===== src/nes_pkg.sv =====
// ----------------------------------------------------------------------------
// nes_pkg
// shared types and constants for the nearest embedding search block
// ----------------------------------------------------------------------------
package nes_pkg;

  localparam int DIST_W = 38;
  localparam logic [DIST_W-1:0] DIST_MAX = '1;

  typedef enum logic [1:0] {
    CMD_WRITE  = 2'd0,
    CMD_REMOVE = 2'd1,
    CMD_QUERY  = 2'd2,
    CMD_SEARCH = 2'd3
  } cmd_t;

  typedef enum logic [1:0] {
    REG_MODE   = 2'd0,
    REG_THR_EN = 2'd1,
    REG_MAXD   = 2'd2,
    REG_K      = 2'd3
  } reg_t;

  typedef enum logic [2:0] {
    ST_IDLE,
    ST_DIST,
    ST_DRAIN,
    ST_INSERT,
    ST_EMIT,
    ST_EMPTY
  } state_t;

  // control from the sequencer to the distance accumulator
  typedef struct packed {
    logic clear;
    logic acc;
  } acc_ctl_t;

endpackage


===== src/nes_dist_acc.sv =====
// ----------------------------------------------------------------------------
// nes_dist_acc
// shared squared-difference unit with a saturating accumulator
// ----------------------------------------------------------------------------
module nes_dist_acc (
  input  logic                          clk,
  input  nes_pkg::acc_ctl_t             ctl,
  input  logic signed [15:0]            qval,
  input  logic signed [15:0]            evalue,
  output logic [nes_pkg::DIST_W-1:0]    sum
);
  import nes_pkg::*;

  logic signed [16:0] diff;
  logic [16:0]        mag;
  logic [33:0]        sq;
  logic [DIST_W:0]    total;
  logic               sq_ok;

  assign diff  = 17'(qval) - 17'(evalue);
  assign mag   = diff[16] ? 17'(-diff) : 17'(diff);
  assign total = {1'b0, sum} + (DIST_W+1)'(sq);

  // square is registered before it is added
  always_ff @(posedge clk) begin
    sq    <= 34'(mag) * 34'(mag);
    sq_ok <= ctl.acc;
    if (ctl.clear) begin
      sum <= '0;
    end else if (sq_ok) begin
      sum <= total[DIST_W] ? DIST_MAX : total[DIST_W-1:0];
    end
  end
endmodule


===== config.mk =====
export PLATFORM = sky130hd
export DESIGN_NAME = nes_dist_acc
export DESIGN_NICKNAME = d
export VERILOG_FILES = /design/src/nes_pkg.sv /design/src/nes_dist_acc.sv
export SDC_FILE = /design/constraint.sdc
export NUM_CORES = 1
export LEC_CHECK = 0
export BUFFER_PORTS_ARGS = -buffer_cell sky130_fd_sc_hd__buf_2
export CORE_MARGIN = 10
export CORE_UTILIZATION = 50
export CTS_BUF_LIST = sky130_fd_sc_hd__clkbuf_4 sky130_fd_sc_hd__clkbuf_8 sky130_fd_sc_hd__clkbuf_16
export DETAILED_ROUTE_END_ITERATION = 10
export PLACE_DENSITY = 0.67
export SETUP_SLACK_MARGIN = 0.02
export SLEW_MARGIN = 20
export SYNTH_ARGS = -nofsm -noshare
export SYNTH_HDL_FRONTEND = slang
export SYNTH_SLANG_ARGS = --single-unit

===== constraint.sdc =====
create_clock -name clk -period 14.5 [get_ports clk]
set_clock_uncertainty 0.15 [all_clocks]
set_input_delay 2.175 -clock clk [delete_from_list [all_inputs] [get_ports clk]]
set_output_delay 2.175 -clock clk [all_outputs]
set_load 0.03 [all_outputs]

-- After elaboration in Yosys (flattened, before gate mapping)
Index checks and enable logic that the tools add are counted.
- input bits: 35
- logic and storage cells: 9
- bits in registers: 73
- output and inout bits: 38
- $add $sub $neg: 3
- $mul: 1
- multiplexer cells: 2
- operators with widths (operator ; count):
    $add 38x34->39 ; 1
    $mux 38 ; 1
    $mul 17x17->34 ; 1
    $mux 17 ; 1
    $neg 17->17 ; 1
    $sub 16x16->17 ; 1

-- Longest topological paths before layout
Gate-level depths: netlist (run 1).
- word-level depth: 4
- mapped depth: 35
- depth with buffers taken out: 34

-- Least setup slack after synthesis (run 1)
No wires, ideal clock.
- path kind: input to register
- start point: in qval[0]
- end point: reg sq[30]
- setup slack: 3781 ps
- data arrival time: 10474 ps
- data required time: 14255 ps
- stages on the path: 33
- path through: inv_1 -> ha_1 -> fa_1 -> nand2b_1 -> a211oi_4 -> o211ai_1 -> o211ai_1 -> nand2_1 -> and2_1 -> xor2_1 -> clkbuf_1 -> nand2_1 -> fa_1 -> inv_1 -> fa_1 -> inv_1 -> fa_1 -> inv_1 -> fa_1 -> fa_1 -> inv_1 -> fa_1 -> inv_1 -> ha_1 -> a21o_1 -> a21o_1 -> a21o_1 -> or3b_2 -> o21ai_0 -> o211ai_1 -> a2111oi_2 -> nor2_1 -> o311ai_1
- word-level cells in the longest chain between the ends: 4
- RTL lines (element ; line ; RTL):
    start, declared ; nes_dist_acc.sv:8 ; input logic signed [15:0] qval,
    $sub 16x16->17 (*) ; nes_dist_acc.sv:20 ; assign diff = 17'(qval) - 17'(evalue);
    $neg 17->17 ; nes_dist_acc.sv:21 ; assign mag = diff[16] ? 17'(-diff) : 17'(diff);
    $mux 17 (*) ; nes_dist_acc.sv:21 ;
    $mul 17x17->34 (*) ; nes_dist_acc.sv:26 ; sq <= 34'(mag) * 34'(mag);
    end signal, assigned ; nes_dist_acc.sv:26 ;
    end, declared ; nes_dist_acc.sv:16 ; logic [33:0] sq;
Mark *: on every way between the ends. The rest lies on a longest branch, timed or not.
A chain may end at the register's enable or synchronous reset.

-- Worst setup path after layout (run 1)
- start point: in qval[0]
- end point: reg sq[31]
The elaborated chain is that of the path after synthesis.

==> results.json, run 1 <==
{
  "period_share_pct": 83.44,
  "drt_first_pass_iters": 5,
  "holdPathStages": 2,
  "layout_setup_ws_ns": 2.402,
  "critPathLaunchType": "input port",
  "synthCells": 1576,
  "io_buffers": 72,
  "worst-path-buf-inv": 7,
  "clock_latency_ns": 0.33,
  "ys_seq_area_share_pct": 10.67,
  "drv_cap": 0,
  "grt_start_max_net_pins": 74,
  "overflow": 0,
  "reg2reg_depth": 12,
  "wire_per_inst_um": 16.07,
  "avgSynthCellArea_um2": 8.574,
  "place_congestion": 0.9428,
  "die_x_um": 184.4,
  "fp-row-count": 60,
  "crit_required_ns": 14.56,
  "io_pins": 73,
  "cpMostUsedCell": "fa_1",
  "outcome": "completed",
  "fin_nets": 2012,
  "drtIter0Drc": 578,
  "cp_num_cells": 32,
  "tightestPinTransition_ns": 1.031,
  "viasPerCell": 5.449,
  "grt_usage_pct": 18.81,
  "cp-end-kind": "flip-flop",
  "multi_input_area_um2": 10790,
  "setup_viol": 0,
  "start_util_pct": 50.42,
  "timing.final.hold_violations": 0,
  "synth_cell_types": 82,
  "utilization_pct": 54.26,
  "dominantRegCellSynth": "dfxtp_1",
  "seq_area_um2": 1445,
  "rr_startpoint": "sum[0]$_SDFFE_PP0P_",
  "relSlewSlack_pct": 31.02,
  "cts_buffers": 9,
  "drt_wl_total_mm": 31.73,
  "dpl_worst_slack_ns": 2.149,
  "netlist.area_leader.share_pct": 28.59,
  "clk_pin_slew_worst_paths_ns": 0.06,
  "critPathMaxStageDelay_ns": 0.82,
  "crit_path_top_delay_cell": "xor2_1",
  "fmax_ghz": 0.08266,
  "grt_pass1_wl_mm": 52.76,
  "fin_setup_tns_ns": 0,
  "ys_warn_count": 0,
  "clock-sinks": 72,
  "slew_viol_final": 0,
  "antenna_found_initial": 0,
  "period_needed_ns": 12.10,
  "cts_resized": 0,
  "cts_root_buf": "clkbuf_16",
  "path_class": "input port to flip-flop",
  "cp_max_fo": 12,
  "yosysTopAreaCell": "fa_1",
  "rsz0062_at_grt": "no",
  "hold_start": "sum[31]$_SDFFE_PP0P_",
  "die_h_um": 184.4,
  "postCtsSetupBuffers": 0,
  "cpLargestDelayFamily": "adder cells",
  "critPathLaunch": "qval[0]",
  "antenna_left": 0,
  "async_reset_ff_share_pct": 0,
  "synth_seq_cells": 72,
  "areaGrowthSynthToFinish_pct": 7.620,
  "ys_top_cells_by_area": "fa_1, ha_1, dfxtp_1",
  "fillCellCount": 2474,
  "htreeDepth": 3,
  "grt_pass1_vias": 10630,
  "hold_path_class": "flip-flop to flip-flop",
  "cp_data_arrival_time_ns": 12.16,
  "antenna_cells": 0,
  "synth.cell_area_um2": 13510,
  "drcViolationCount": 0,
  "vias": 10760,
  "cts_tree": "yes",
  "hpwl_mm": 26.98,
  "die_area_um2": 34000,
  "drive_gt1_share_pct": 8.206,
  "core_um2": 26800,
  "ctsHoldBuffers": 0,
  "clockBufferDepth": 2,
  "synth-edff-count": 0
}
==> cell usage after synthesis (22+ instances only) <==
master	n
inv_1	292
fa_1	193
ha_1	156
nor2_1	145
nand2_1	107
dfxtp_1	72
a21oi_1	70
a21o_1	47
xnor2_1	47
o21ai_0	44
a311oi_1	35
clkbuf_1	35
xor2_1	33
nand3_1	32
nand2b_1	27
nor3_1	22
==> cell type report <==
cell class / count / share of cell area [%]
clock inverters: 5 / 0.5420
inverters: 298 / 7.692
flip-flops and latches: 72 / 9.937
clock buffers: 11 / 1.738
multi-input cells: 1166 / 74.22
well taps: 341 / 2.934
repair buffers: 81 / 2.942
==> flip-flops by register name, indices dropped and copies added, names as in the netlist <==
signal,cells
sq,33
sq_ok,1
sum,38
==> layer usage <==
metal	vias to the layer above	global-route usage, %	wire length, µm
met5	-	0	0
met3	36	2.500	1706
li1	5284	-	-
met4	0	4.687	504
met2	279	30.51	14580
met1	5158	25.89	14940
==> cells in the final DEF (no fill, tap or decap), types with 4 or more instances in the layout <==
master     count
inv_1        292
fa_1         193
ha_1         156
nor2_1       145
nand2_1      107
buf_2         72
dfxtp_1       71
a21oi_1       70
a21o_1        47
xnor2_1       45
o21ai_0       44
a311oi_1      35
xor2_1        33
nand3_1       32
nand2b_1      27
nor3_1        22
o21a_1        14
and3_1        14
a31oi_1       13
a211oi_1      12
conb_1        12
o211ai_1      11
nor2b_1        9
clkbuf_16      9
buf_4          9
and2_1         8
nand4_1        8
o21bai_1       8
nor3b_1        5
a211o_1        5
xnor2_2        5
or3_1          5
or2_1          5
or2_2          4
a2111oi_0      4
a21boi_0       4
a221oi_1       4
==> final timing paths <==
check / slack (ns) / end
worst max-delay path: 2.40 / sq[31]$_DFF_P_
worst min-delay path: 0.35 / sum[31]$_SDFFE_PP0P_
worst max register to register: 10.66 / sum[11]$_SDFFE_PP0P_
worst min register to register: 0.35 / sum[31]$_SDFFE_PP0P_
==> stage by stage <==
step	cell area, µm²	cells	hold WS, ns
global placement	14200	1958	0.3391
finish	14540	1974	0.3533
detailed placement	14200	1958	0.3501
CTS	14530	1974	0.3571
floorplan	13550	1586	0.4605
global route	14540	1974	0.3799
==> worst reg2reg max path, stage by stage (launching register included) <==
cell and delay (ns):
dfxtp_1 0.39, ha_1 0.23, ha_1 0.24, a211oi_1 0.09
o21ai_0 0.25, nand3_1 0.19, a21boi_0 0.42, o21ai_0 0.20
nand2_1 0.12, o21a_1 0.16, nand3_1 0.50, buf_4 0.44
a311oi_1 0.35
==> logic make-up (layout without fill, tap and decap cells) <==
kind of cell	after synthesis	count (layout)	share of synthesized area, %
compound gates	309	309	16.27
simple gates	407	407	13.97
buf+inv	348	395	9.852
mux	5	5	0.4815
fa+ha+maj	349	349	43.04
flops	72	72	10.67
other cells	2	12	0.05558
xor+xnor	84	84	5.667
Power of run 1 is left out: the tool's default activity adds up to more than one toggle a clock period on the data nets, which glitch-free logic cannot reach.
==> run 2, diff against run 1 <==
Settings changed: PLACE_DENSITY 0.67 to 0.7.
Clock period 14.5 ns to 10.55 ns, I/O delays scaled along.
==> run 2 against run 1 <==
  * Non-clock buffer count grew 36
  * Register-to-register slack lost 3.9 ns
  * Critical path depth grew 2
  * Worst hold slack gained 0.00054 ns
  * Routed wire length grew 0.87%
  * Via count grew 1.8%
  * Die area is the same
  * Utilization grew 1.1 points
  * Count of clock-buffer cells in the layout grew 1
  * Final cell count grew 1.8%
==> results.json, run 2 (same netlist as run 1, synthesis figures left out) <==
{
  "outcome": "completed",
  "final_cell_mix": "inv_1, fa_1, ha_1",
  "layout_commonest_cell": "inv_1",
  "grt_start_max_net_pins": 74,
  "cpMostUsedCell": "fa_1",
  "die_area_um2": 34000,
  "ctsHoldBuffers": 0,
  "tightestPinTransition_ns": 0.9552,
  "holdPathStages": 2,
  "areaGrowthSynthToFinish_pct": 9.759,
  "top_regs": "sum x38, sq x33, sq_ok x1",
  "place_congestion": 0.9336,
  "rsz0062_at_grt": "no",
  "placedInstanceArea_um2": 14450,
  "wire_per_inst_um": 15.92,
  "clk_pin_slew_worst_paths_ns": 0.06,
  "critPathLaunchType": "input port",
  "hold_end": "sum[7]$_SDFFE_PP0P_",
  "rr_startpoint": "sum[0]$_SDFFE_PP0P_",
  "drv_cap": 0,
  "max_flop_register": "sum",
  "setup_viol": 0,
  "vias": 10950,
  "fmax_ghz": 0.09918,
  "io_pins": 73,
  "period_needed_ns": 10.08,
  "path_class": "input port to flip-flop",
  "die_x_um": 184.4,
  "critPathMaxStageDelay_ns": 0.56,
  "r2r_end": "sum[0]$_SDFFE_PP0P_",
  "hold_start": "sum[7]$_SDFFE_PP0P_",
  "drt_first_pass_iters": 5,
  "antenna_left": 0,
  "drive_gt1_share_pct": 10.67,
  "clock_latency_ns": 0.33,
  "fp-row-count": 60,
  "overflow": 0,
  "utilization_pct": 55.34,
  "grt_usage_pct": 18.92,
  "cts_tree": "yes",
  "hold_path_class": "flip-flop to flip-flop",
  "antenna_found_initial": 0,
  "start_util_pct": 50.42,
  "drcViolationCount": 0,
  "crit_path_top_delay_cell": "fa_1",
  "largest_reg_flops": 38,
  "drtIter0Drc": 560,
  "drt_wl_total_mm": 32.01,
  "r2r_slack_ns": 6.74,
  "die_h_um": 184.4,
  "cp_data_arrival_time_ns": 10.16,
  "clock-sinks": 72,
  "viasPerCell": 5.449,
  "core_um2": 26800,
  "slew_viol_final": 0,
  "cts_root_buf": "clkbuf_16",
  "clockBufferDepth": 2,
  "hpwl_mm": 26.99,
  "dp.cells": 1991,
  "reg2reg_depth": 12,
  "finalInstanceArea_um2": 14830,
  "htreeDepth": 3,
  "cp-end-kind": "flip-flop",
  "grt_pass1_vias": 11050,
  "relSlewSlack_pct": 35.73,
  "cts_buffers": 9,
  "grt_pass1_wl_mm": 53.18,
  "timing.final.hold_violations": 0,
  "fillCellCount": 2468,
  "fin_cells": 2010,
  "hold-worst-slack_ns": 0.3538,
  "io_buffers": 72,
  "period_share_pct": 95.57,
  "fin_nets": 2048,
  "cp_max_fo": 13,
  "crit_required_ns": 10.63,
  "antenna_cells": 0
}
-- run 2: how the worst max path moves through the flow --
stage,start,endpoint,cells past startpoint
2_1_floorplan,qval[0],sq[30]$_DFF_P_,33
3_3_place_gp,qval[0],sq[31]$_DFF_P_,35
3_5_place_dp,qval[0],sq[30]$_DFF_P_,30
4_1_cts,qval[0],sq[30]$_DFF_P_,30
5_1_grt,qval[0],sq[31]$_DFF_P_,35
6_report,qval[0],sq[32]$_DFF_P_,34
-- run 2: cell type report --
type / instances / area (µm²) / share of cell area [%]
multi-input combinational: 1166 / 10840 / 73.06
sequential: 72 / 1443 / 9.727
inverter: 298 / 1119 / 7.542
timing repair buffer: 117 / 718.2 / 4.842
tap: 341 / 426.7 / 2.877
clock buffer: 12 / 260.3 / 1.755
clock inverter: 4 / 28.78 / 0.1940
-- run 2: per-stage QoR --
step | setup TNS [ns] | setup WS, ns
floorplan | 0 | 0.4233
global placement | 0 | 0.06505
detailed placement | -0.1706 | -0.1159
CTS | 0 | 0.1983
global route | 0 | 0.02957
finish | 0 | 0.4677
-- run 2: critical path: cells and delay by family --
kind                     cells  cell delay, ns
AO/OA/AOI/OAI               13            2.78
XOR/XNOR                     1            0.18
adder cells (fa/ha/maj)      9            4.03
buffers and inverters        7            0.65
AND/OR/NAND/NOR              4            0.93
-- run 2: what timing repair did --
action                     CTS  global route
setup endpoints to repair    0             6
buffers inserted             0             3
gates resized for setup      0            17
-- run 2: per-layer routing --
metal	up-vias	wire [µm]	global-route usage (%)
li1	5349	-	-
met5	-	0	0
met1	5283	14120	24.45
met4	0	563	4.490
met3	43	1784	2.304
met2	278	15530	32.83
Power of run 2 is left out for the same reason.
==> run 3, diff against run 2 <==
Settings changed: CORE_UTILIZATION 50 to 58, PLACE_DENSITY 0.7 to 0.79.
==> run 3 against run 2 <==
  * Register-to-register slack improved by 0.20 ns
  * Non-clock buffer count increased by 1
  * Routed wire length decreased by 0.59%
  * Critical endpoint is now sq[30]$_DFF_P_
  * Largest cell class unchanged
==> results.json, run 3 (same netlist as run 1, synthesis figures left out) <==
{
  "max_flop_register": "sum",
  "utilization_pct": 65.45,
  "clock_latency_ns": 0.33,
  "die_x_um": 172.6,
  "tightestPinTransition_ns": 0.8681,
  "grt_start_max_net_pins": 74,
  "crit_required_ns": 10.64,
  "fillCellCount": 1855,
  "clock-sinks": 72,
  "start_util_pct": 59.32,
  "relSlewSlack_pct": 41.59,
  "grt_pass1_vias": 11180,
  "multi_input_area_um2": 10840,
  "antenna_cells": 0,
  "viasPerCell": 5.587,
  "hold_path_class": "flip-flop to flip-flop",
  "top_regs": "sum x38, sq x33, sq_ok x1",
  "cp-end-kind": "flip-flop",
  "fin_nets": 2049,
  "die_h_um": 172.6,
  "io_buffers": 72,
  "cts_buffers": 9,
  "hpwl_mm": 26.58,
  "outcome": "completed",
  "slew_viol_final": 0,
  "rr_startpoint": "sum[7]$_SDFFE_PP0P_",
  "reg2reg_depth": 11,
  "hold_end": "sum[12]$_SDFFE_PP0P_",
  "period_share_pct": 95.29,
  "areaGrowthSynthToFinish_pct": 10.32,
  "final_cell_mix": "inv_1, fa_1, ha_1",
  "clk_pin_slew_worst_paths_ns": 0.06,
  "period_needed_ns": 10.05,
  "overflow": 0,
  "hold_start": "sum[12]$_SDFFE_PP0P_",
  "grt_usage_pct": 20.83,
  "r2r_slack_ns": 6.94,
  "cp_max_fo": 13,
  "timing.final.hold_violations": 0,
  "fmax_ghz": 0.09947,
  "drt_first_pass_iters": 5,
  "drive_gt1_share_pct": 10.90,
  "drv_cap": 0,
  "drcViolationCount": 0,
  "vias": 11080,
  "holdPathStages": 2,
  "seq_area_um2": 1443,
  "critPathLaunchType": "input port",
  "cp_data_arrival_time_ns": 10.14,
  "clockBufferDepth": 2,
  "drtIter0Drc": 762,
  "cts_root_buf": "clkbuf_16",
  "antenna_left": 0,
  "htreeDepth": 3,
  "crit_path_top_delay_cell": "fa_1",
  "die_area_um2": 29800,
  "path_class": "input port to flip-flop",
  "critPathMaxStageDelay_ns": 0.55,
  "cpMostUsedCell": "fa_1",
  "fp-row-count": 55,
  "wire_per_inst_um": 16.04,
  "io_pins": 73,
  "core_um2": 22780,
  "drt_wl_total_mm": 31.82,
  "layout_commonest_cell": "inv_1",
  "antenna_found_initial": 0,
  "cts_tree": "yes",
  "grt_pass1_wl_mm": 53.17,
  "largest_reg_flops": 38,
  "ctsHoldBuffers": 0,
  "setup_viol": 0,
  "place_congestion": 0.9436,
  "r2r_end": "sum[9]$_SDFFE_PP0P_"
}
## run 3: changes by cell type in the layout (fill, tap and decap cells not counted), moves of 2 or more
cell / before / now
a21oi_2: 1 / 3
buf_4: 42 / 44
clkinvlp_4: 2 / 0
bufinv_16: 0 / 5
a21oi_1: 70 / 68
## run 3: per-stage QoR
step,std cells,hold slack [ns],setup TNS (ns),cell area [µm²],setup slack (ns)
after floorplan,1586,0.4605,0,13550,0.4233
after global placement,1962,0.3336,0,14400,0.1158
after detailed placement,1962,0.3430,-0.06206,14400,-0.04909
after CTS,1978,0.3500,0,14800,0.2529
after global routing,1983,0.3795,-0.04992,14910,-0.04992
final,1983,0.3529,0,14910,0.4965
## run 3: what timing repair did
action	CTS	global route
gates resized for setup	0	18
hold endpoints to repair	0	0
setup buffers	0	5
endpoints found under the setup margin	0	6
## run 3: critical path: cells and delay by family
kind,cells,cell delay (ns)
AOI/OAI and AO/OA,13,3.02
xor gates and xnor gates,1,0.18
adders and majority gates,9,3.98
buffers and inverters,6,0.43
and+or+nand+nor,4,0.92
## run 3: cell type report
| type | instances | share of cell area [%] |
|---|---|---|
| clock buffer | 11 | 1.695 |
| clock inverter | 5 | 1.007 |
| inverter | 298 | 7.503 |
| multi-input combinational | 1166 | 72.71 |
| sequential | 72 | 9.677 |
| tap | 313 | 2.627 |
| timing repair buffer | 118 | 4.784 |
## run 3: worst max path at each step
stage | start | endpoint | slack, ns | cells after the start
4_1_cts | qval[0] | sq[31]$_DFF_P_ | 0.25 | 32
5_1_grt | qval[0] | sq[30]$_DFF_P_ | -0.05 | 34
6_report | qval[0] | sq[30]$_DFF_P_ | 0.50 | 33
2_1_floorplan | qval[0] | sq[30]$_DFF_P_ | 0.42 | 33
3_3_place_gp | qval[0] | sq[30]$_DFF_P_ | 0.12 | 33
3_5_place_dp | qval[0] | sq[31]$_DFF_P_ | -0.05 | 32
## run 3: routing by layer
metal	global-route usage, %	share of wire (%)
met5	0	0
met4	5.183	1.6
met3	3.485	6.3
met2	35.72	49
met1	26.69	43
Power of run 3 is left out for the same reason.
